`config.mk`:
```
export PLATFORM = sky130hd
export DESIGN_NAME = threshold_change_and_block_average_flat
export DESIGN_NICKNAME = d
export VERILOG_FILES = /design/src/tcba_pkg.sv /design/src/tcba_if.sv /design/src/tcba_ring.sv /design/src/tcba_slots.sv /design/src/tcba_div.sv /design/src/threshold_change_and_block_average.sv /design/src/flat_wrapper.sv
export SDC_FILE = /design/constraint.sdc
export NUM_CORES = 1
export LEC_CHECK = 0
export ABC_CLOCK_PERIOD_IN_PS = 8300
export BUFFER_PORTS_ARGS = -buffer_cell sky130_fd_sc_hd__buf_4
export CAP_MARGIN = 25
export CORE_UTILIZATION = 45
export DETAILED_ROUTE_END_ITERATION = 8
export HOLD_SLACK_MARGIN = 0.1
export PLACE_DENSITY = 0.69
export SLEW_MARGIN = 20
export SYNTH_ARGS = -nofsm -noshare
export SYNTH_HDL_FRONTEND = slang
export SYNTH_SLANG_ARGS = --single-unit
```
`constraint.sdc`:
```
create_clock -name clock -period 8.3 [get_ports clock]
set_input_delay 1.245 -clock clock [delete_from_list [all_inputs] [get_ports clock]]
set_output_delay 1.245 -clock clock [all_outputs]
set_load 0.005 [all_outputs]
```
`src/tcba_pkg.sv`:
```
// tcba_pkg: sizes, codes, status type and memory port structs for the threshold change
// and block average design; no dependencies, imported by every other file
`default_nettype none

package tcba_pkg;

   // block sizing
   localparam int WINDOW      = 10;
   localparam int SLOTS       = 6;
   localparam int INTERVALS   = 60;
   localparam int SAMPLE_BITS = 16;

   // fixed field widths of the channels
   localparam int IN_VALUE_BITS = 16;
   localparam int THR_BITS      = 16;
   localparam int AVG_OUT_BITS  = 16;
   localparam int SLOT_OUT_BITS = 3;
   localparam int CSR_IDX_BITS  = 1;
   localparam int CSR_DATA_BITS = 16;

   // derived widths
   localparam int POS_BITS      = $clog2(WINDOW);
   localparam int SLOT_IDX_BITS = (SLOTS > 1) ? $clog2(SLOTS) : 1;
   localparam int CNT_BITS      = $clog2(INTERVALS);
   localparam int WIN_BITS      = $clog2(INTERVALS / WINDOW + 2);
   localparam int SUM_BITS      = SAMPLE_BITS + $clog2(WINDOW);

   // divide by WINDOW as multiply by rounded-up reciprocal, exact for any SUM_BITS value
   localparam int DIV_SHIFT  = SUM_BITS + $clog2(WINDOW);
   localparam int MULT_BITS  = SUM_BITS + 1;
   localparam int PROD_BITS  = SUM_BITS + MULT_BITS;
   localparam logic [MULT_BITS-1:0] DIV_MULT =
      MULT_BITS'(((64'd1 << DIV_SHIFT) + 64'(WINDOW) - 64'd1) / 64'(WINDOW));

   localparam logic [31:0] BIG_LIMIT = 32'd32767;

   // reset values of the thresholds
   localparam logic [THR_BITS-1:0] OPEN_RESET  = THR_BITS'(28);
   localparam logic [THR_BITS-1:0] CLOSE_RESET = THR_BITS'(20);

   // codes
   localparam logic OP_SAMPLE = 1'b0;
   localparam logic OP_DRAIN  = 1'b1;

   localparam logic KIND_SAMPLE  = 1'b0;
   localparam logic KIND_READOUT = 1'b1;

   localparam logic [CSR_IDX_BITS-1:0] REG_OPEN  = CSR_IDX_BITS'(0);
   localparam logic [CSR_IDX_BITS-1:0] REG_CLOSE = CSR_IDX_BITS'(1);

   typedef enum logic [1:0] {
      ST_NONE = 2'd0,
      ST_ON   = 2'd1,
      ST_OFF  = 2'd2
   } status_type;

   // ring memory ports
   typedef struct packed {
      logic                en;
      logic [POS_BITS-1:0] addr_a;
      logic [POS_BITS-1:0] addr_b;
   } ring_rd_type;

   typedef struct packed {
      logic                   en;
      logic [POS_BITS-1:0]    addr;
      logic [SAMPLE_BITS-1:0] data;
   } ring_wr_type;

   // average slot memory ports
   typedef struct packed {
      logic                     en;
      logic [SLOT_IDX_BITS-1:0] addr;
   } slot_rd_type;

   typedef struct packed {
      logic                     en;
      logic [SLOT_IDX_BITS-1:0] addr;
      logic [SUM_BITS-1:0]      data;
   } slot_wr_type;

endpackage

`default_nettype wire

```
`src/tcba_if.sv`:
```
// tcba channel interfaces: sample/drain request, result and register write channels
// depends on tcba_pkg for field widths and the status type
`default_nettype none

interface tcba_req_if import tcba_pkg::*; ();
   logic                     valid;
   logic                     ready;
   logic                     opcode;
   logic [IN_VALUE_BITS-1:0] sample_value;

   modport source (output valid, output opcode, output sample_value, input ready);
   modport sink   (input valid, input opcode, input sample_value, output ready);
endinterface

interface tcba_rsp_if import tcba_pkg::*; ();
   logic                     valid;
   logic                     ready;
   logic                     report_kind;
   status_type               pump_status;
   logic                     status_change;
   logic                     report_due;
   logic                     average_ready;
   logic [AVG_OUT_BITS-1:0]  average_value;
   logic [SLOT_OUT_BITS-1:0] slot_index;
   logic                     too_large;
   logic                     last;

   modport source (output valid, output report_kind, output pump_status,
                   output status_change, output report_due, output average_ready,
                   output average_value, output slot_index, output too_large,
                   output last, input ready);
   modport sink   (input valid, input report_kind, input pump_status,
                   input status_change, input report_due, input average_ready,
                   input average_value, input slot_index, input too_large,
                   input last, output ready);
endinterface

interface tcba_csr_if import tcba_pkg::*; ();
   logic                     valid;
   logic                     ready;
   logic [CSR_IDX_BITS-1:0]  index;
   logic [CSR_DATA_BITS-1:0] data;

   modport source (output valid, output index, output data, input ready);
   modport sink   (input valid, input index, input data, output ready);
endinterface

`default_nettype wire

```
`src/tcba_ring.sv`:
```
// tcba_ring: sample ring memory, one write port and two registered read ports
// entries read as zero until first written; depends on tcba_pkg
`default_nettype none

module tcba_ring import tcba_pkg::*; (
   input  logic                   clock,
   input  logic                   reset,
   input  ring_rd_type            rd,
   input  ring_wr_type            wr,
   output logic [SAMPLE_BITS-1:0] rd_a_ff,
   output logic [SAMPLE_BITS-1:0] rd_b_ff
);

   logic [SAMPLE_BITS-1:0] mem_ff [WINDOW];
   logic [WINDOW-1:0]      valid_ff;

   always_ff @(posedge clock) begin
      if (wr.en) begin
         mem_ff[wr.addr] <= wr.data;
      end
      if (rd.en) begin
         rd_a_ff <= valid_ff[rd.addr_a] ? mem_ff[rd.addr_a] : '0;
         rd_b_ff <= valid_ff[rd.addr_b] ? mem_ff[rd.addr_b] : '0;
      end
   end

   always_ff @(posedge clock) begin
      if (reset) begin
         valid_ff <= '0;
      end else if (wr.en) begin
         valid_ff[wr.addr] <= 1'b1;
      end
   end

endmodule

`default_nettype wire

```
`src/tcba_slots.sv`:
```
// tcba_slots: average slot memory holding window sums, read with clear-on-read
// one write port, one registered read port; depends on tcba_pkg
`default_nettype none

module tcba_slots import tcba_pkg::*; (
   input  logic                clock,
   input  logic                reset,
   input  slot_rd_type         rd,
   input  slot_wr_type         wr,
   output logic [SUM_BITS-1:0] rd_ff
);

   logic [SUM_BITS-1:0] mem_ff [SLOTS];
   logic [SLOTS-1:0]    valid_ff;
   logic [SLOTS-1:0]    valid_in;

   always_ff @(posedge clock) begin
      if (wr.en) begin
         mem_ff[wr.addr] <= wr.data;
      end
      if (rd.en) begin
         rd_ff <= valid_ff[rd.addr] ? mem_ff[rd.addr] : '0;
      end
   end

   // read clears the entry; a read is always younger than a write in the same cycle
   always_comb begin
      valid_in = valid_ff;
      if (wr.en) begin
         valid_in[wr.addr] = 1'b1;
      end
      if (rd.en) begin
         valid_in[rd.addr] = 1'b0;
      end
   end

   always_ff @(posedge clock) begin
      if (reset) begin
         valid_ff <= '0;
      end else begin
         valid_ff <= valid_in;
      end
   end

endmodule

`default_nettype wire

```
`src/tcba_div.sv`:
```
// tcba_div: window sum divided by the window length via reciprocal multiply
// depends on tcba_pkg for the multiplier constant and shift
`default_nettype none

module tcba_div import tcba_pkg::*; (
   input  logic [SUM_BITS-1:0]    sum,
   output logic [SAMPLE_BITS-1:0] quot
);

   logic [PROD_BITS-1:0] product;

   assign product = PROD_BITS'(sum) * PROD_BITS'(DIV_MULT);
   assign quot    = SAMPLE_BITS'(product >> DIV_SHIFT);

endmodule

`default_nettype wire

```
`src/threshold_change_and_block_average.sv`:
```
// threshold_change_and_block_average: top level with sequencing, forwarding and output stage
// depends on tcba_pkg, tcba_if, tcba_ring, tcba_slots and tcba_div
//
// Sorts each sample beat into on / off / no status against two programmable thresholds,
// flags a status change against the previous ring entry, keeps a running window sum over
// the last WINDOW samples and, at the end of every window, stores that sum in one of SLOTS
// average slots (the mean is formed when results leave). After INTERVALS samples the
// counters wrap and a sticky report-due flag is set. A drain beat reads out every slot
// in order, clears them and clears the flag. Sample beats are taken one per cycle unless
// rsp_port stalls; a drain beat likewise produces SLOTS result beats, one per cycle, and
// req_port.ready stays low until its last slot beat has entered, as the slot memory has a
// single read port. A result passes the ring read into stage b, the sum update into stage c
// and the divide into the output register; while it waits on rsp_port, the two stages b and
// c still take up to two more request beats before req_port.ready drops. Register writes on
// csr_port are always ready and are meant to happen only with the block idle.
`default_nettype none

module threshold_change_and_block_average import tcba_pkg::*; (
   input logic        clock,
   input logic        reset,
   tcba_req_if.sink   req_port,
   tcba_rsp_if.source rsp_port,
   tcba_csr_if.sink   csr_port
);

   function automatic status_type classify(input logic [SAMPLE_BITS-1:0] v,
                                           input logic [THR_BITS-1:0]    open_thr,
                                           input logic [THR_BITS-1:0]    close_thr);
      status_type st;
      if (32'(v) > 32'(open_thr)) begin
         st = ST_ON;
      end else if (32'(v) < 32'(close_thr)) begin
         st = ST_OFF;
      end else begin
         st = ST_NONE;
      end
      return st;
   endfunction

   // ---------------------------------------------------------------- registers
   logic [THR_BITS-1:0] open_thr_ff;
   logic [THR_BITS-1:0] close_thr_ff;

   // sequencing state, advanced when a beat enters the pipeline
   logic [CNT_BITS-1:0]      cnt_ff,        cnt_in;
   logic [POS_BITS-1:0]      pos_ff,        pos_in;
   logic [WIN_BITS-1:0]      win_ff,        win_in;
   logic                     due_ff,        due_in;
   logic                     drain_busy_ff, drain_busy_in;
   logic [SLOT_IDX_BITS-1:0] drain_idx_ff,  drain_idx_in;
   logic                     drain_due_ff,  drain_due_in;

   // stage b: memory data arrives, running sum updated, memories written
   logic                     b_v_ff;
   logic                     b_kind_ff;
   logic [SAMPLE_BITS-1:0]   b_val_ff;
   logic [POS_BITS-1:0]      b_pos_ff;
   status_type               b_cur_ff;
   logic                     b_rdy_ff;
   logic [SLOT_IDX_BITS-1:0] b_slot_ff;
   logic                     b_due_ff;
   logic                     b_last_ff;
   logic                     b_hit_old_ff;
   logic                     b_hit_prev_ff;
   logic [SAMPLE_BITS-1:0]   b_ring_fwd_ff;
   logic                     b_hit_slot_ff;
   logic [SUM_BITS-1:0]      b_slot_fwd_ff;

   logic [SUM_BITS-1:0]      sum_ff;

   // stage c: divide
   logic                     c_v_ff;
   logic                     c_kind_ff;
   status_type               c_status_ff;
   logic                     c_chg_ff;
   logic                     c_due_ff;
   logic                     c_rdy_ff;
   logic [SUM_BITS-1:0]      c_sum_ff;
   logic [SLOT_IDX_BITS-1:0] c_slot_ff;
   logic                     c_last_ff;

   // output register
   logic                     out_v_ff;
   logic                     out_kind_ff;
   status_type               out_status_ff;
   logic                     out_chg_ff;
   logic                     out_due_ff;
   logic                     out_rdy_ff;
   logic [AVG_OUT_BITS-1:0]  out_avg_ff;
   logic [SLOT_OUT_BITS-1:0] out_slot_ff;
   logic                     out_big_ff;
   logic                     out_last_ff;

   // memory read data
   logic [SAMPLE_BITS-1:0]   ring_old_ff;
   logic [SAMPLE_BITS-1:0]   ring_prev_ff;
   logic [SUM_BITS-1:0]      slot_rd_ff;

   // ---------------------------------------------------------------- flow control
   logic out_free;
   logic c_en;
   logic b_en;
   logic a_go;
   logic req_fire;

   assign out_free = !out_v_ff || rsp_port.ready;
   assign c_en     = !c_v_ff || out_free;
   assign b_en     = !b_v_ff || c_en;

   // a drain in progress owns the entry stage until its last slot beat
   assign req_port.ready = b_en && !drain_busy_ff;
   assign req_fire       = req_port.valid && req_port.ready;
   assign a_go           = b_en && (drain_busy_ff || req_port.valid);

   // ---------------------------------------------------------------- config
   assign csr_port.ready = 1'b1;

   always_ff @(posedge clock) begin
      if (reset) begin
         open_thr_ff  <= OPEN_RESET;
         close_thr_ff <= CLOSE_RESET;
      end else if (csr_port.valid) begin
         case (csr_port.index)
            REG_OPEN: begin
               open_thr_ff <= THR_BITS'(csr_port.data);
            end
            REG_CLOSE: begin
               close_thr_ff <= THR_BITS'(csr_port.data);
            end
            default: begin
            end
         endcase
      end
   end

   // ---------------------------------------------------------------- entry stage
   logic                     a_is_drain;
   logic [SLOT_IDX_BITS-1:0] a_drain_idx;
   logic                     a_drain_due;
   logic                     a_drain_last;
   logic [SAMPLE_BITS-1:0]   a_val;
   logic [POS_BITS-1:0]      a_prev_pos;
   logic                     a_end;
   logic                     a_slot_ok;
   logic                     a_rdy;
   logic [SLOT_IDX_BITS-1:0] a_slot;
   logic                     a_wrap;
   status_type               a_cur;
   logic                     a_hit_old;
   logic                     a_hit_prev;
   logic                     a_hit_slot;
   logic                     b_is_sample;
   logic [SUM_BITS-1:0]      b_new_sum;

   assign a_is_drain   = drain_busy_ff || (req_port.opcode == OP_DRAIN);
   assign a_drain_idx  = drain_busy_ff ? drain_idx_ff : '0;
   assign a_drain_due  = drain_busy_ff ? drain_due_ff : due_ff;
   assign a_drain_last = a_drain_idx == SLOT_IDX_BITS'(SLOTS - 1);

   assign a_val      = SAMPLE_BITS'(req_port.sample_value);
   assign a_prev_pos = (pos_ff == '0) ? POS_BITS'(WINDOW - 1) : pos_ff - 1'b1;
   assign a_end      = pos_ff == POS_BITS'(WINDOW - 1);
   assign a_slot_ok  = 32'(win_ff) < SLOTS;
   assign a_rdy      = a_end && a_slot_ok;
   assign a_slot     = SLOT_IDX_BITS'(win_ff);
   assign a_wrap     = cnt_ff == CNT_BITS'(INTERVALS - 1);
   assign a_cur      = classify(a_val, open_thr_ff, close_thr_ff);

   // the beat in stage b writes its entry on the same edge these reads are taken,
   // so its data is forwarded instead of the stale memory word
   assign b_is_sample = b_kind_ff == KIND_SAMPLE;
   assign a_hit_old   = b_v_ff && b_is_sample && (b_pos_ff == pos_ff);
   assign a_hit_prev  = b_v_ff && b_is_sample && (b_pos_ff == a_prev_pos);
   assign a_hit_slot  = b_v_ff && b_is_sample && b_rdy_ff && (b_slot_ff == a_drain_idx);

   always_comb begin
      cnt_in        = cnt_ff;
      pos_in        = pos_ff;
      win_in        = win_ff;
      due_in        = due_ff;
      drain_busy_in = drain_busy_ff;
      drain_idx_in  = drain_idx_ff;
      drain_due_in  = drain_due_ff;
      if (a_go) begin
         if (a_is_drain) begin
            if (!drain_busy_ff) begin
               // first slot beat: latch the flag for the later beats, then clear it
               drain_due_in = due_ff;
               due_in       = 1'b0;
            end
            if (a_drain_last) begin
               drain_busy_in = 1'b0;
               drain_idx_in  = '0;
            end else begin
               drain_busy_in = 1'b1;
               drain_idx_in  = a_drain_idx + 1'b1;
            end
         end else if (a_wrap) begin
            cnt_in = '0;
            pos_in = '0;
            win_in = '0;
            due_in = 1'b1;
         end else begin
            cnt_in = cnt_ff + 1'b1;
            pos_in = a_end ? '0 : pos_ff + 1'b1;
            win_in = a_end ? win_ff + 1'b1 : win_ff;
         end
      end
   end

   always_ff @(posedge clock) begin
      if (reset) begin
         cnt_ff        <= '0;
         pos_ff        <= '0;
         win_ff        <= '0;
         due_ff        <= 1'b0;
         drain_busy_ff <= 1'b0;
         drain_idx_ff  <= '0;
         drain_due_ff  <= 1'b0;
      end else begin
         cnt_ff        <= cnt_in;
         pos_ff        <= pos_in;
         win_ff        <= win_in;
         due_ff        <= due_in;
         drain_busy_ff <= drain_busy_in;
         drain_idx_ff  <= drain_idx_in;
         drain_due_ff  <= drain_due_in;
      end
   end

   // ---------------------------------------------------------------- memories
   ring_rd_type ring_rd;
   ring_wr_type ring_wr;
   slot_rd_type slot_rd;
   slot_wr_type slot_wr;
   logic        b_adv;

   assign b_adv = b_v_ff && c_en;

   assign ring_rd.en     = a_go && !a_is_drain;
   assign ring_rd.addr_a = pos_ff;
   assign ring_rd.addr_b = a_prev_pos;

   assign ring_wr.en   = b_adv && b_is_sample;
   assign ring_wr.addr = b_pos_ff;
   assign ring_wr.data = b_val_ff;

   assign slot_rd.en   = a_go && a_is_drain;
   assign slot_rd.addr = a_drain_idx;

   assign slot_wr.en   = b_adv && b_is_sample && b_rdy_ff;
   assign slot_wr.addr = b_slot_ff;
   assign slot_wr.data = b_new_sum;

   tcba_ring u_ring (
      .clock   (clock),
      .reset   (reset),
      .rd      (ring_rd),
      .wr      (ring_wr),
      .rd_a_ff (ring_old_ff),
      .rd_b_ff (ring_prev_ff)
   );

   tcba_slots u_slots (
      .clock (clock),
      .reset (reset),
      .rd    (slot_rd),
      .wr    (slot_wr),
      .rd_ff (slot_rd_ff)
   );

   // ---------------------------------------------------------------- stage b
   logic [SAMPLE_BITS-1:0] b_old;
   logic [SAMPLE_BITS-1:0] b_prev;
   status_type             b_prev_st;
   logic                   b_chg;
   logic [SUM_BITS-1:0]    b_c_sum;

   assign b_old     = b_hit_old_ff  ? b_ring_fwd_ff : ring_old_ff;
   assign b_prev    = b_hit_prev_ff ? b_ring_fwd_ff : ring_prev_ff;
   // the running sum always covers the entry being replaced, so no underflow
   assign b_new_sum = sum_ff - SUM_BITS'(b_old) + SUM_BITS'(b_val_ff);
   assign b_prev_st = classify(b_prev, open_thr_ff, close_thr_ff);
   assign b_chg     = (b_cur_ff != b_prev_st) && (b_cur_ff != ST_NONE);

   always_comb begin
      if (b_is_sample) begin
         b_c_sum = b_rdy_ff ? b_new_sum : '0;
      end else begin
         b_c_sum = b_hit_slot_ff ? b_slot_fwd_ff : slot_rd_ff;
      end
   end

   always_ff @(posedge clock) begin
      if (b_en && a_go) begin
         b_kind_ff     <= a_is_drain ? KIND_READOUT : KIND_SAMPLE;
         b_val_ff      <= a_val;
         b_pos_ff      <= pos_ff;
         b_cur_ff      <= a_cur;
         b_rdy_ff      <= !a_is_drain && a_rdy;
         b_slot_ff     <= a_is_drain ? a_drain_idx : (a_rdy ? a_slot : '0);
         b_due_ff      <= a_is_drain ? a_drain_due : (due_ff || a_wrap);
         b_last_ff     <= a_is_drain ? a_drain_last : 1'b1;
         b_hit_old_ff  <= a_hit_old;
         b_hit_prev_ff <= a_hit_prev;
         b_ring_fwd_ff <= b_val_ff;
         b_hit_slot_ff <= a_hit_slot;
         b_slot_fwd_ff <= b_new_sum;
      end
   end

   always_ff @(posedge clock) begin
      if (reset) begin
         sum_ff <= '0;
      end else if (b_adv && b_is_sample) begin
         sum_ff <= b_new_sum;
      end
   end

   // ---------------------------------------------------------------- stage c
   logic [SAMPLE_BITS-1:0] c_avg;
   logic                   c_big;

   tcba_div u_div (
      .sum  (c_sum_ff),
      .quot (c_avg)
   );

   assign c_big = (c_kind_ff == KIND_READOUT) && (32'(c_avg) > BIG_LIMIT);

   always_ff @(posedge clock) begin
      if (b_adv) begin
         c_kind_ff   <= b_kind_ff;
         c_status_ff <= b_is_sample ? b_cur_ff : ST_NONE;
         c_chg_ff    <= b_is_sample && b_chg;
         c_due_ff    <= b_due_ff;
         c_rdy_ff    <= b_rdy_ff;
         c_sum_ff    <= b_c_sum;
         c_slot_ff   <= b_slot_ff;
         c_last_ff   <= b_last_ff;
      end
   end

   // ---------------------------------------------------------------- output register
   always_ff @(posedge clock) begin
      if (out_free && c_v_ff) begin
         out_kind_ff   <= c_kind_ff;
         out_status_ff <= c_status_ff;
         out_chg_ff    <= c_chg_ff;
         out_due_ff    <= c_due_ff;
         out_rdy_ff    <= c_rdy_ff;
         out_avg_ff    <= AVG_OUT_BITS'(c_avg);
         out_slot_ff   <= SLOT_OUT_BITS'(c_slot_ff);
         out_big_ff    <= c_big;
         out_last_ff   <= c_last_ff;
      end
   end

   // pipeline valid bits
   always_ff @(posedge clock) begin
      if (reset) begin
         b_v_ff   <= 1'b0;
         c_v_ff   <= 1'b0;
         out_v_ff <= 1'b0;
      end else begin
         if (b_en) begin
            b_v_ff <= a_go;
         end
         if (c_en) begin
            c_v_ff <= b_v_ff;
         end
         if (out_free) begin
            out_v_ff <= c_v_ff;
         end
      end
   end

   assign rsp_port.valid         = out_v_ff;
   assign rsp_port.report_kind   = out_kind_ff;
   assign rsp_port.pump_status   = out_status_ff;
   assign rsp_port.status_change = out_chg_ff;
   assign rsp_port.report_due    = out_due_ff;
   assign rsp_port.average_ready = out_rdy_ff;
   assign rsp_port.average_value = out_avg_ff;
   assign rsp_port.slot_index    = out_slot_ff;
   assign rsp_port.too_large     = out_big_ff;
   assign rsp_port.last          = out_last_ff;

endmodule

`default_nettype wire

```
`src/flat_wrapper.sv`:
```
// flat-port wrapper written by rule: the top's interface ports become plain ports
module threshold_change_and_block_average_flat import tcba_pkg::*;
  (clock, reset, req_port_valid, req_port_opcode, req_port_sample_value, req_port_ready, rsp_port_valid, rsp_port_report_kind, rsp_port_pump_status, rsp_port_status_change, rsp_port_report_due, rsp_port_average_ready, rsp_port_average_value, rsp_port_slot_index, rsp_port_too_large, rsp_port_last, rsp_port_ready, csr_port_valid, csr_port_index, csr_port_data, csr_port_ready);
  tcba_req_if req_port_i ();
  tcba_rsp_if rsp_port_i ();
  tcba_csr_if csr_port_i ();
  input logic clock;
  input logic reset;
  input wire logic [$bits(req_port_i.valid)-1:0] req_port_valid;
  input wire logic [$bits(req_port_i.opcode)-1:0] req_port_opcode;
  input wire logic [$bits(req_port_i.sample_value)-1:0] req_port_sample_value;
  output wire logic [$bits(req_port_i.ready)-1:0] req_port_ready;
  output wire logic [$bits(rsp_port_i.valid)-1:0] rsp_port_valid;
  output wire logic [$bits(rsp_port_i.report_kind)-1:0] rsp_port_report_kind;
  output wire logic [$bits(rsp_port_i.pump_status)-1:0] rsp_port_pump_status;
  output wire logic [$bits(rsp_port_i.status_change)-1:0] rsp_port_status_change;
  output wire logic [$bits(rsp_port_i.report_due)-1:0] rsp_port_report_due;
  output wire logic [$bits(rsp_port_i.average_ready)-1:0] rsp_port_average_ready;
  output wire logic [$bits(rsp_port_i.average_value)-1:0] rsp_port_average_value;
  output wire logic [$bits(rsp_port_i.slot_index)-1:0] rsp_port_slot_index;
  output wire logic [$bits(rsp_port_i.too_large)-1:0] rsp_port_too_large;
  output wire logic [$bits(rsp_port_i.last)-1:0] rsp_port_last;
  input wire logic [$bits(rsp_port_i.ready)-1:0] rsp_port_ready;
  input wire logic [$bits(csr_port_i.valid)-1:0] csr_port_valid;
  input wire logic [$bits(csr_port_i.index)-1:0] csr_port_index;
  input wire logic [$bits(csr_port_i.data)-1:0] csr_port_data;
  output wire logic [$bits(csr_port_i.ready)-1:0] csr_port_ready;
  assign req_port_i.valid = req_port_valid;
  assign req_port_i.opcode = req_port_opcode;
  assign req_port_i.sample_value = req_port_sample_value;
  assign req_port_ready = req_port_i.ready;
  assign rsp_port_valid = rsp_port_i.valid;
  assign rsp_port_report_kind = rsp_port_i.report_kind;
  assign rsp_port_pump_status = rsp_port_i.pump_status;
  assign rsp_port_status_change = rsp_port_i.status_change;
  assign rsp_port_report_due = rsp_port_i.report_due;
  assign rsp_port_average_ready = rsp_port_i.average_ready;
  assign rsp_port_average_value = rsp_port_i.average_value;
  assign rsp_port_slot_index = rsp_port_i.slot_index;
  assign rsp_port_too_large = rsp_port_i.too_large;
  assign rsp_port_last = rsp_port_i.last;
  assign rsp_port_i.ready = rsp_port_ready;
  assign csr_port_i.valid = csr_port_valid;
  assign csr_port_i.index = csr_port_index;
  assign csr_port_i.data = csr_port_data;
  assign csr_port_ready = csr_port_i.ready;
  threshold_change_and_block_average u_core (.clock(clock), .reset(reset), .req_port(req_port_i), .rsp_port(rsp_port_i), .csr_port(csr_port_i));
endmodule
```
Word level (Yosys, flattened, before mapping). Memory sizes are Yosys's and may differ from the RTL's. A register that Yosys moved wholly into a read port is not among the register bits. Cells that the tools add are included. Widths: inputs -> output; s select.

Order comparisons: 14. Multipliers: 1. Bitwise logic cells: 7. Reduce and logical (&&, ||, !) cells: 46. Muxes and demuxes: 43. Equality and inequality tests: 8. Add/subtract/negate cells: 7.

Operator list (count): $mux 20 (3); $mul 20x20->39 const B (1); $gt 16x16->1 (2); $lt 16x16->1 (2); $mux 16 (2); $logic_and 1x1->1 (22); $add 20x16->20 (1); $sub 20x16->20 (1); $mux 3 (6); $mux 6 (3); $mux 1 (17); $gt 16x15->1 const B (1); $lt 4x5->1 const B (3); $mux 4 (3); $or 10x10->10 (1); $bmux 1 s4 (2); $eq 4x4->1 (2); $logic_not 1->1 (8); $lt 3x4->1 const B (2); $reduce_and 2->1 (4); $add 3x1->3 const B (2); $add 6x1->6 const B (1); $and 6x6->6 (1); $demux 1 s3 (2); 21 further kinds (34).

Input bits: 39. Word-level logic and storage cells: 173. Register bits after elaboration: 215. Output and inout port bits: 30. Memory bits (writable): 280. Memories kept: 2.

Memory list: u_core.u_ring.mem_ff (depth 10, bits a word 16, read ports 2, clocked after Yosys merged registers in 2, write ports 1, line tcba_ring.sv:14) `logic [SAMPLE_BITS-1:0] mem_ff [WINDOW];`; u_core.u_slots.mem_ff (depth 6, bits a word 20, read ports 1, clocked after Yosys merged registers in 1, write ports 1, line tcba_slots.sv:13) `logic [SUM_BITS-1:0] mem_ff [SLOTS];`.

Longest topological paths before layout. Gate-level depths: netlist (run 1).

Depth in word-level cells: 9. Depth in mapped cells: 24. Mapped depth without buffers: 23.

Modules after synthesis. From an unflattened synthesis (run 1), not the netlist that was laid out.

Cells, all modules: 2529. Area total of the unflattened synthesis: 32677.6 um2.

By module, submodules not included: threshold_change_and_block_average (area an instance 10850.4 um2, cells each 1036, seq. area each 5235.0 um2, instances 1); tcba_ring (area an instance 9004.9 um2, cells each 447, seq. area each 5965.7 um2, instances 1); tcba_div (area an instance 7205.7 um2, cells each 754, seq. area each 0.0 um2, instances 1); tcba_slots (area an instance 5616.6 um2, cells each 292, seq. area each 4324.1 um2, instances 1).

Least setup slack after synthesis (run 1). No wires, ideal clock.

Kind: register -> register. From: register u_core.c_sum_ff[8]. To: register u_core.out_avg_ff[14], in the netlist u_core.rsp_port.average_value[14], data pin. Setup slack: 2.266 ns. Period minus slack after synthesis: 6.034 ns. Data arrival time: 5.777 ns. Required time: 8.042 ns. Cell stages (with the launch flop): 20. Path buffers: 0. Setup time: 0.258 ns. Cell sequence: edfxtp_1 -> ha_1 -> fa_1 -> inv_1 -> fa_1 -> fa_1 -> fa_1 -> inv_1 -> fa_1 -> ha_1 -> ha_1 -> a21oi_1 -> nor2_1 -> a211oi_1 -> o211ai_1 -> a2111oi_4 -> o41ai_1 -> or2_4 -> a41oi_2 -> xnor2_1.

Cells in the longest elaborated chain, start to end: 1.

RTL lines: start, declared (line threshold_change_and_block_average.sv:78) `logic [SUM_BITS-1:0] c_sum_ff;`; start signal, assigned (line threshold_change_and_block_average.sv:338) `c_sum_ff <= b_c_sum;`; $mul 20x20->39 (line tcba_div.sv:12) `assign product = PROD_BITS'(sum) * PROD_BITS'(DIV_MULT);`; named net u_core.c_avg[14] (line threshold_change_and_block_average.sv:321) `logic [SAMPLE_BITS-1:0] c_avg;`; end signal, assigned (line threshold_change_and_block_average.sv:352) `out_avg_ff <= AVG_OUT_BITS'(c_avg);`; end, declared (line threshold_change_and_block_average.sv:89) `logic [AVG_OUT_BITS-1:0] out_avg_ff;`.

The timed path passes the listed nets, and every way through them passes these cells. A chain may end at the register's enable or synchronous reset.

Final worst setup path (run 1). Same ends and word-level chain as after synthesis.

==> reports/qor.csv, run 1 <==
metric,value,unit
gp_congestion,0.961,
clock_sinks,547,
grt_setup_unrepaired,false,
synth_cell_type_count,73,
period_needed,6.62,ns
pwr-share-clk,0.167,
fin_skew,0.0344,ns
ir_worst_vdd,1.12,mV
cp_common_cell,fa_1,
synth_seq_cells,547,
synthTopCellsByArea,"edfxtp_1 (43%), ha_1 (11%), fa_1 (9.1%)",
wirelength,78200,um
n_fill_cell,5997,
cp_data_required_time,8.67,ns
placed_cell_area,0.0336,mm2
stdcell_area,0.0355,mm2
fin_ws,1.68,ns
p_sw_frac,0.419,
boundaryPins,69,
slew_viol_final,0,
path_buf_inv,2,
cts_hold_buffers,0,
cp.arrival,7.00,ns
final_cells,3574,
final_net_count,3049,
switchingPower,6.48,mW
synth_top_cell_area_share,0.431,
cp_cell_sequence,ha_1 > fa_1 > inv_1 > fa_1 > fa_1 > fa_1 > inv_1 > fa_1 > ha_1 > ha_1 > a21oi_1 > nor2_1 > a211oi_1 > o211ai_1 > o21ai_0 > o41ai_1 > or2_4 > a41oi_2 > xnor2_1,
cts_resized,0,
timing.slew.headroom,0.272,
antenna_left,0,
syn_area,0.0318,mm2
start_kind,flip-flop,
ys_seq_area_frac,0.488,
clk_path_buf_depth,3,
layout-drive-gt1-share,0.133,
dp.cells,3461,
die_w,268,um
max_slew.worst_pin.slew,1.08,ns
cp_max_fo,6,
placement.io_buffers,67,
hold_violations,0,
grt_start_max_net_pins,57,
crit_slowest_cell,fa_1,
ys.flop_type,edfxtp_1,
routedWlPerCell,21.9,um
grt_first_pass_wirelength,121000,um
pre_cts_ws,1.75,ns
yosys.area.top_type,edfxtp_1,
via_count,19900,
root_buffer,clkbuf_16,
drc_errors,0,
vias_per_cell,5.57,
p_comb_frac,0.592,
core,0.0700,mm2
cts_buffers,57,
antenna_found_initial,3,
grt-ovfl-total,0,
p_seq_frac,0.241,
tns,0,ns
grt_pass1_vias,20400,
period_share,0.798,
synth.most_common_cell,edfxtp_1,
final_util,0.507,
p_int,8.98,mW
grt_usage,0.222,
cts_htree_levels,2,
cts_tree,done,
synthCells,2506,
path_clk_slew,0.07,ns
whs,0.421,ns
ys_warn_count,0,
power,15.5,mW
setup_viol,0,
synth_edf_count,457,
cp_top_family,adder cells,
critPathCaptureType,flip-flop,
status,completed,
power_density,436,mW/mm2
path_class,reg2reg,
maxCapViolations,0,
synthArstFlopShare,0,
drt-initial-drc-count,1576,
area_growth_syn_to_layout,11.5,%
synth.cells.most_frequent,"edfxtp_1 (457), inv_1 (297), ha_1 (281)",
clk_latency,0.64,ns
cpPeakStageDelay,0.56,ns
min_path_type,reg2reg,
rows,97,
die_h,268,um
die_area,0.0718,mm2
synth_nets,2971,
leakagePower,14.2,nW
firstDrtPassIters,5,
post-cts-setup-buffers,0,
max_freq,0.151,GHz
initial_core_util,0.454,
avgSynthCellArea,12.7,um2
dp_hpwl,56800,um
[layout make-up]
cell class	instances	area, um2	share of cell area
diodes	2	5.00	0.000141
inverters	297	1110	0.0314
repair buffers	112	876	0.0247
well taps	940	1180	0.0332
multi-input cells	1569	14900	0.420
flip-flops and latches	547	15500	0.438
clock buffers	85	1600	0.0452
clock inverters	22	277	0.00779
[worst paths after layout]
| check | from | to | slack (ns) | cells past startpoint |
|---|---|---|---|---|
| max reg2reg | u_core.c_sum_ff[8] | u_core.rsp_port.average_value[14] | 1.68 | 19 |
| max | u_core.c_sum_ff[8] | u_core.rsp_port.average_value[14] | 1.68 | 19 |
| min reg2reg | u_core.c_due_ff | u_core.rsp_port.report_due | 0.42 | 0 |
| min | u_core.c_due_ff | u_core.rsp_port.report_due | 0.42 | 0 |
[power groups by stage]
stage / Sequential (mW) / Combinational [mW] / Clock [mW]
6_report: 3.72 / 9.16 / 2.58
5_1_grt: 3.74 / 10.3 / 2.73
4_1_cts: 3.72 / 9.19 / 2.63
3_5_place_dp: 3.78 / 9.05 / 0
3_3_place_gp: 3.77 / 8.92 / 0
2_1_floorplan: 3.73 / 6.85 / 0
[per-layer routing]
metal,global-route usage,vias to the layer above,part of all wire
li1,-,9120,-
met1,0.295,10000,0.43
met2,0.378,601,0.49
met3,0.0290,119,0.055
met4,0.0680,4,0.026
met5,0,-,0.00035
[placed cells by master, fill, tap and decap left out, types with 43 or more instances in the layout]
cell / Yosys / layout
ha_1: 281 / 281
nor2b_1: 45 / 43
nand2_1: 222 / 222
dfxtp_1: 90 / 87
clkbuf_16: 0 / 58
mux2_2: 52 / 52
mux2i_1: 94 / 94
a211oi_1: 45 / 45
fa_1: 145 / 145
edfxtp_1: 457 / 457
buf_4: 1 / 107
mux4_2: 66 / 66
inv_1: 297 / 297
a21oi_1: 116 / 114
nor2_1: 94 / 90
[cells by family (layout without fill, tap and decap cells)]
kind of cell             after synthesis  after routing  share of synthesized area
multiplexers                         212            212                     0.0947
AO/OA/AOI/OAI                        369            369                     0.0778
adder cells (fa/ha/maj)              426            426                      0.202
other                                  1              3                   0.000118
AND/OR/NAND/NOR                      488            488                     0.0709
XOR/XNOR                              73             73                     0.0201
buffers and inverters                390            516                     0.0466
flip-flops                           547            547                      0.488
[sequential cells by signal, indices dropped and copies added, names as in the netlist, 10 cells and up]
signal / cells
u_core.u_slots.rd_ff: 20
u_core.rsp_port.average_value: 16
u_core.c_sum_ff: 20
u_core.u_ring.valid_ff: 10
u_core.sum_ff: 20
u_core.b_slot_fwd_ff: 20
u_core.u_ring.mem_ff: 160
u_core.open_thr_ff: 16
u_core.u_ring.rd_a_ff: 16
u_core.u_ring.rd_b_ff: 16
u_core.u_slots.mem_ff: 120
u_core.close_thr_ff: 16
u_core.b_ring_fwd_ff: 16
u_core.b_val_ff: 16
Power figures use the tool's default switching activity.
==> inputs of run 2 (changes only) <==
- ABC_CLOCK_PERIOD_IN_PS: 8300 -> 6800
- clock period: 8.3 -> 6.8 ns (I/O delays scaled with it)
==> run 2 against run 1 <==
Non-clock buffer count up 6; register-to-register slack got worse by 1.4 ns; wire length up 0.77%; flip-flop and latch count is the same; final cell count grew 0.14%; critical path depth unchanged; hold slack gained 0.0018 ns; first-iteration DRC count up 1.1%; largest power group unchanged; highest routed layer is now met4.
==> reports/qor.csv, run 2 (synthesized netlist as in run 1, its figures left out) <==
metric,value,unit,change
post-cts-setup-buffers,0,,unchanged
cts_htree_levels,2,,unchanged
critPathCaptureType,flip-flop,,
cp_common_cell,fa_1,,
r2r_cells,19,,unchanged
dp_hpwl,57300,um,+0.81%
start_kind,flip-flop,,
gp_congestion,0.947,,-1.4%
antenna_found_initial,0,,-3
largest_reg_flops,160,,unchanged
ir_worst_vdd,1.13,mV,+0.75%
rows,97,,unchanged
setup_viol,0,,unchanged
via_count,19800,,-0.61%
vias_per_cell,5.52,,-0.75%
layout-drive-gt1-share,0.141,,+0.00760
hold_violations,0,,unchanged
boundaryPins,69,,unchanged
clock_sinks,547,,unchanged
leakagePower,14.4,nW,+0.98%
cts_tree,done,,
max_freq,0.154,GHz,+1.9%
whs,0.422,ns,+0.00176 ns
core,0.0700,mm2,unchanged
fin_skew,0.0187,ns,-0.0157 ns
wirelength,78800,um,+0.77%
cts_resized,0,,unchanged
path_buf_inv,2,,unchanged
die_h,268,um,unchanged
area_growth_syn_to_layout,12.3,%,
grt_pass1_vias,20700,,+1.6%
path_clk_slew,0.06,ns,about the same
cts_hold_buffers,0,,unchanged
final_common_cell,edfxtp_1,,
min_delay_path_depth,0,,unchanged
initial_core_util,0.454,,unchanged
period_needed,6.50,ns,-0.124 ns
cp.arrival,6.87,ns,-0.13 ns
most-common-layout-cells,"edfxtp_1 (457), inv_1 (297), ha_1 (281)",,
cpPeakStageDelay,0.55,ns,about the same
power_density,535,mW/mm2,+23%
grt_usage,0.225,,+0.00276
cp_top_family,adder cells,,
final_cells,3579,,+0.14%
die_area,0.0718,mm2,unchanged
cp_max_fo,6,,unchanged
drc_errors,0,,unchanged
root_buffer,clkbuf_16,,
final_util,0.510,,+0.00338
firstDrtPassIters,7,,+2
grt-ovfl-total,0,,unchanged
maxCapViolations,0,,unchanged
max_slew.worst_pin.slew,1.11,ns,+0.0243 ns
top_regs,"u_core.u_ring.mem_ff x160, u_core.u_slots.mem_ff x120",,
path_class,reg2reg,,
grt_start_max_net_pins,81,,+42%
slew_viol_final,0,,unchanged
die_w,268,um,unchanged
cp_cell_sequence,ha_1 > fa_1 > inv_1 > fa_1 > fa_1 > fa_1 > inv_1 > fa_1 > ha_1 > ha_1 > a21oi_1 > nor2_1 > a211oi_1 > o211ai_1 > a2111oi_4 > o41ai_1 > or2_4 > a41oi_2 > xnor2_1,,
cp_num_cells,19,,unchanged
status,completed,,
dp.cells,3467,,+0.17%
grt_first_pass_wirelength,122000,um,+0.91%
drt-initial-drc-count,1594,,+1.1%
tns,0,ns,unchanged
clk_path_buf_depth,3,,unchanged
min_path_type,reg2reg,,
timing.slew.headroom,0.258,,-0.0135
grt_setup_unrepaired,false,,
cts_buffers,58,,+1.8%
top_register,u_core.u_ring.mem_ff,,
diodes,0,,-2
period_share,0.956,,+0.158
clk_latency,0.63,ns,about the same
crit_slowest_cell,fa_1,,
placement.io_buffers,67,,unchanged
final_net_count,3056,,+0.23%
cp_data_required_time,7.17,ns,-1.50 ns
antenna_left,0,,unchanged
routedWlPerCell,22.0,um,+0.63%
## run 2: path summary, 6_finish.rpt
kind | start | endpoint | slack [ns]
min | u_core.c_slot_ff[1] | u_core.rsp_port.slot_index[1] | 0.42
min reg2reg | u_core.c_slot_ff[1] | u_core.rsp_port.slot_index[1] | 0.42
max | u_core.c_sum_ff[7] | u_core.rsp_port.average_value[14] | 0.30
max reg2reg | u_core.c_sum_ff[7] | u_core.rsp_port.average_value[14] | 0.30
## run 2: layer usage
layer  global-route usage  vias to the layer above  wire length [um]
met2                0.378                      569             38200
met5                    0                        -                 0
met3               0.0384                      133              4940
li1                     -                     9137                 -
met4               0.0666                        0              2020
met1                0.298                     9933             33600
## run 2: through the flow
step / total power, mW / cell area (um2) / worst slack, ns
final: 19.1 / 35700 / 0.302
after global routing: 20.9 / 35700 / 0.00892
after CTS: 19.3 / 35700 / 0.295
after detailed placement: 15.7 / 33600 / 0.321
after global placement: 15.5 / 33500 / 0.394
after floorplan: 12.9 / 31800 / 0.766
## run 2: area by class of cell
| cell class | count | area [um2] |
|---|---|---|
| Clock buffer | 73 | 1540 |
| Tap cell | 940 | 1180 |
| Clock inverter | 35 | 518 |
| Timing Repair Buffer | 118 | 941 |
| Inverter | 297 | 1110 |
| Sequential cell | 547 | 15500 |
| Multi-Input combinational cell | 1569 | 14900 |
| Fill cell | 5941 | 34300 |
## run 2: power by group
part / switching [mW] / total (mW) / leakage, nW / internal (mW)
sequential: 0.145 / 4.54 / 4.99 / 4.40
clock: 1.34 / 3.40 / 0.998 / 2.06
combinational: 6.42 / 11.2 / 8.38 / 4.74
total: 7.90 / 19.1 / 14.4 / 11.2
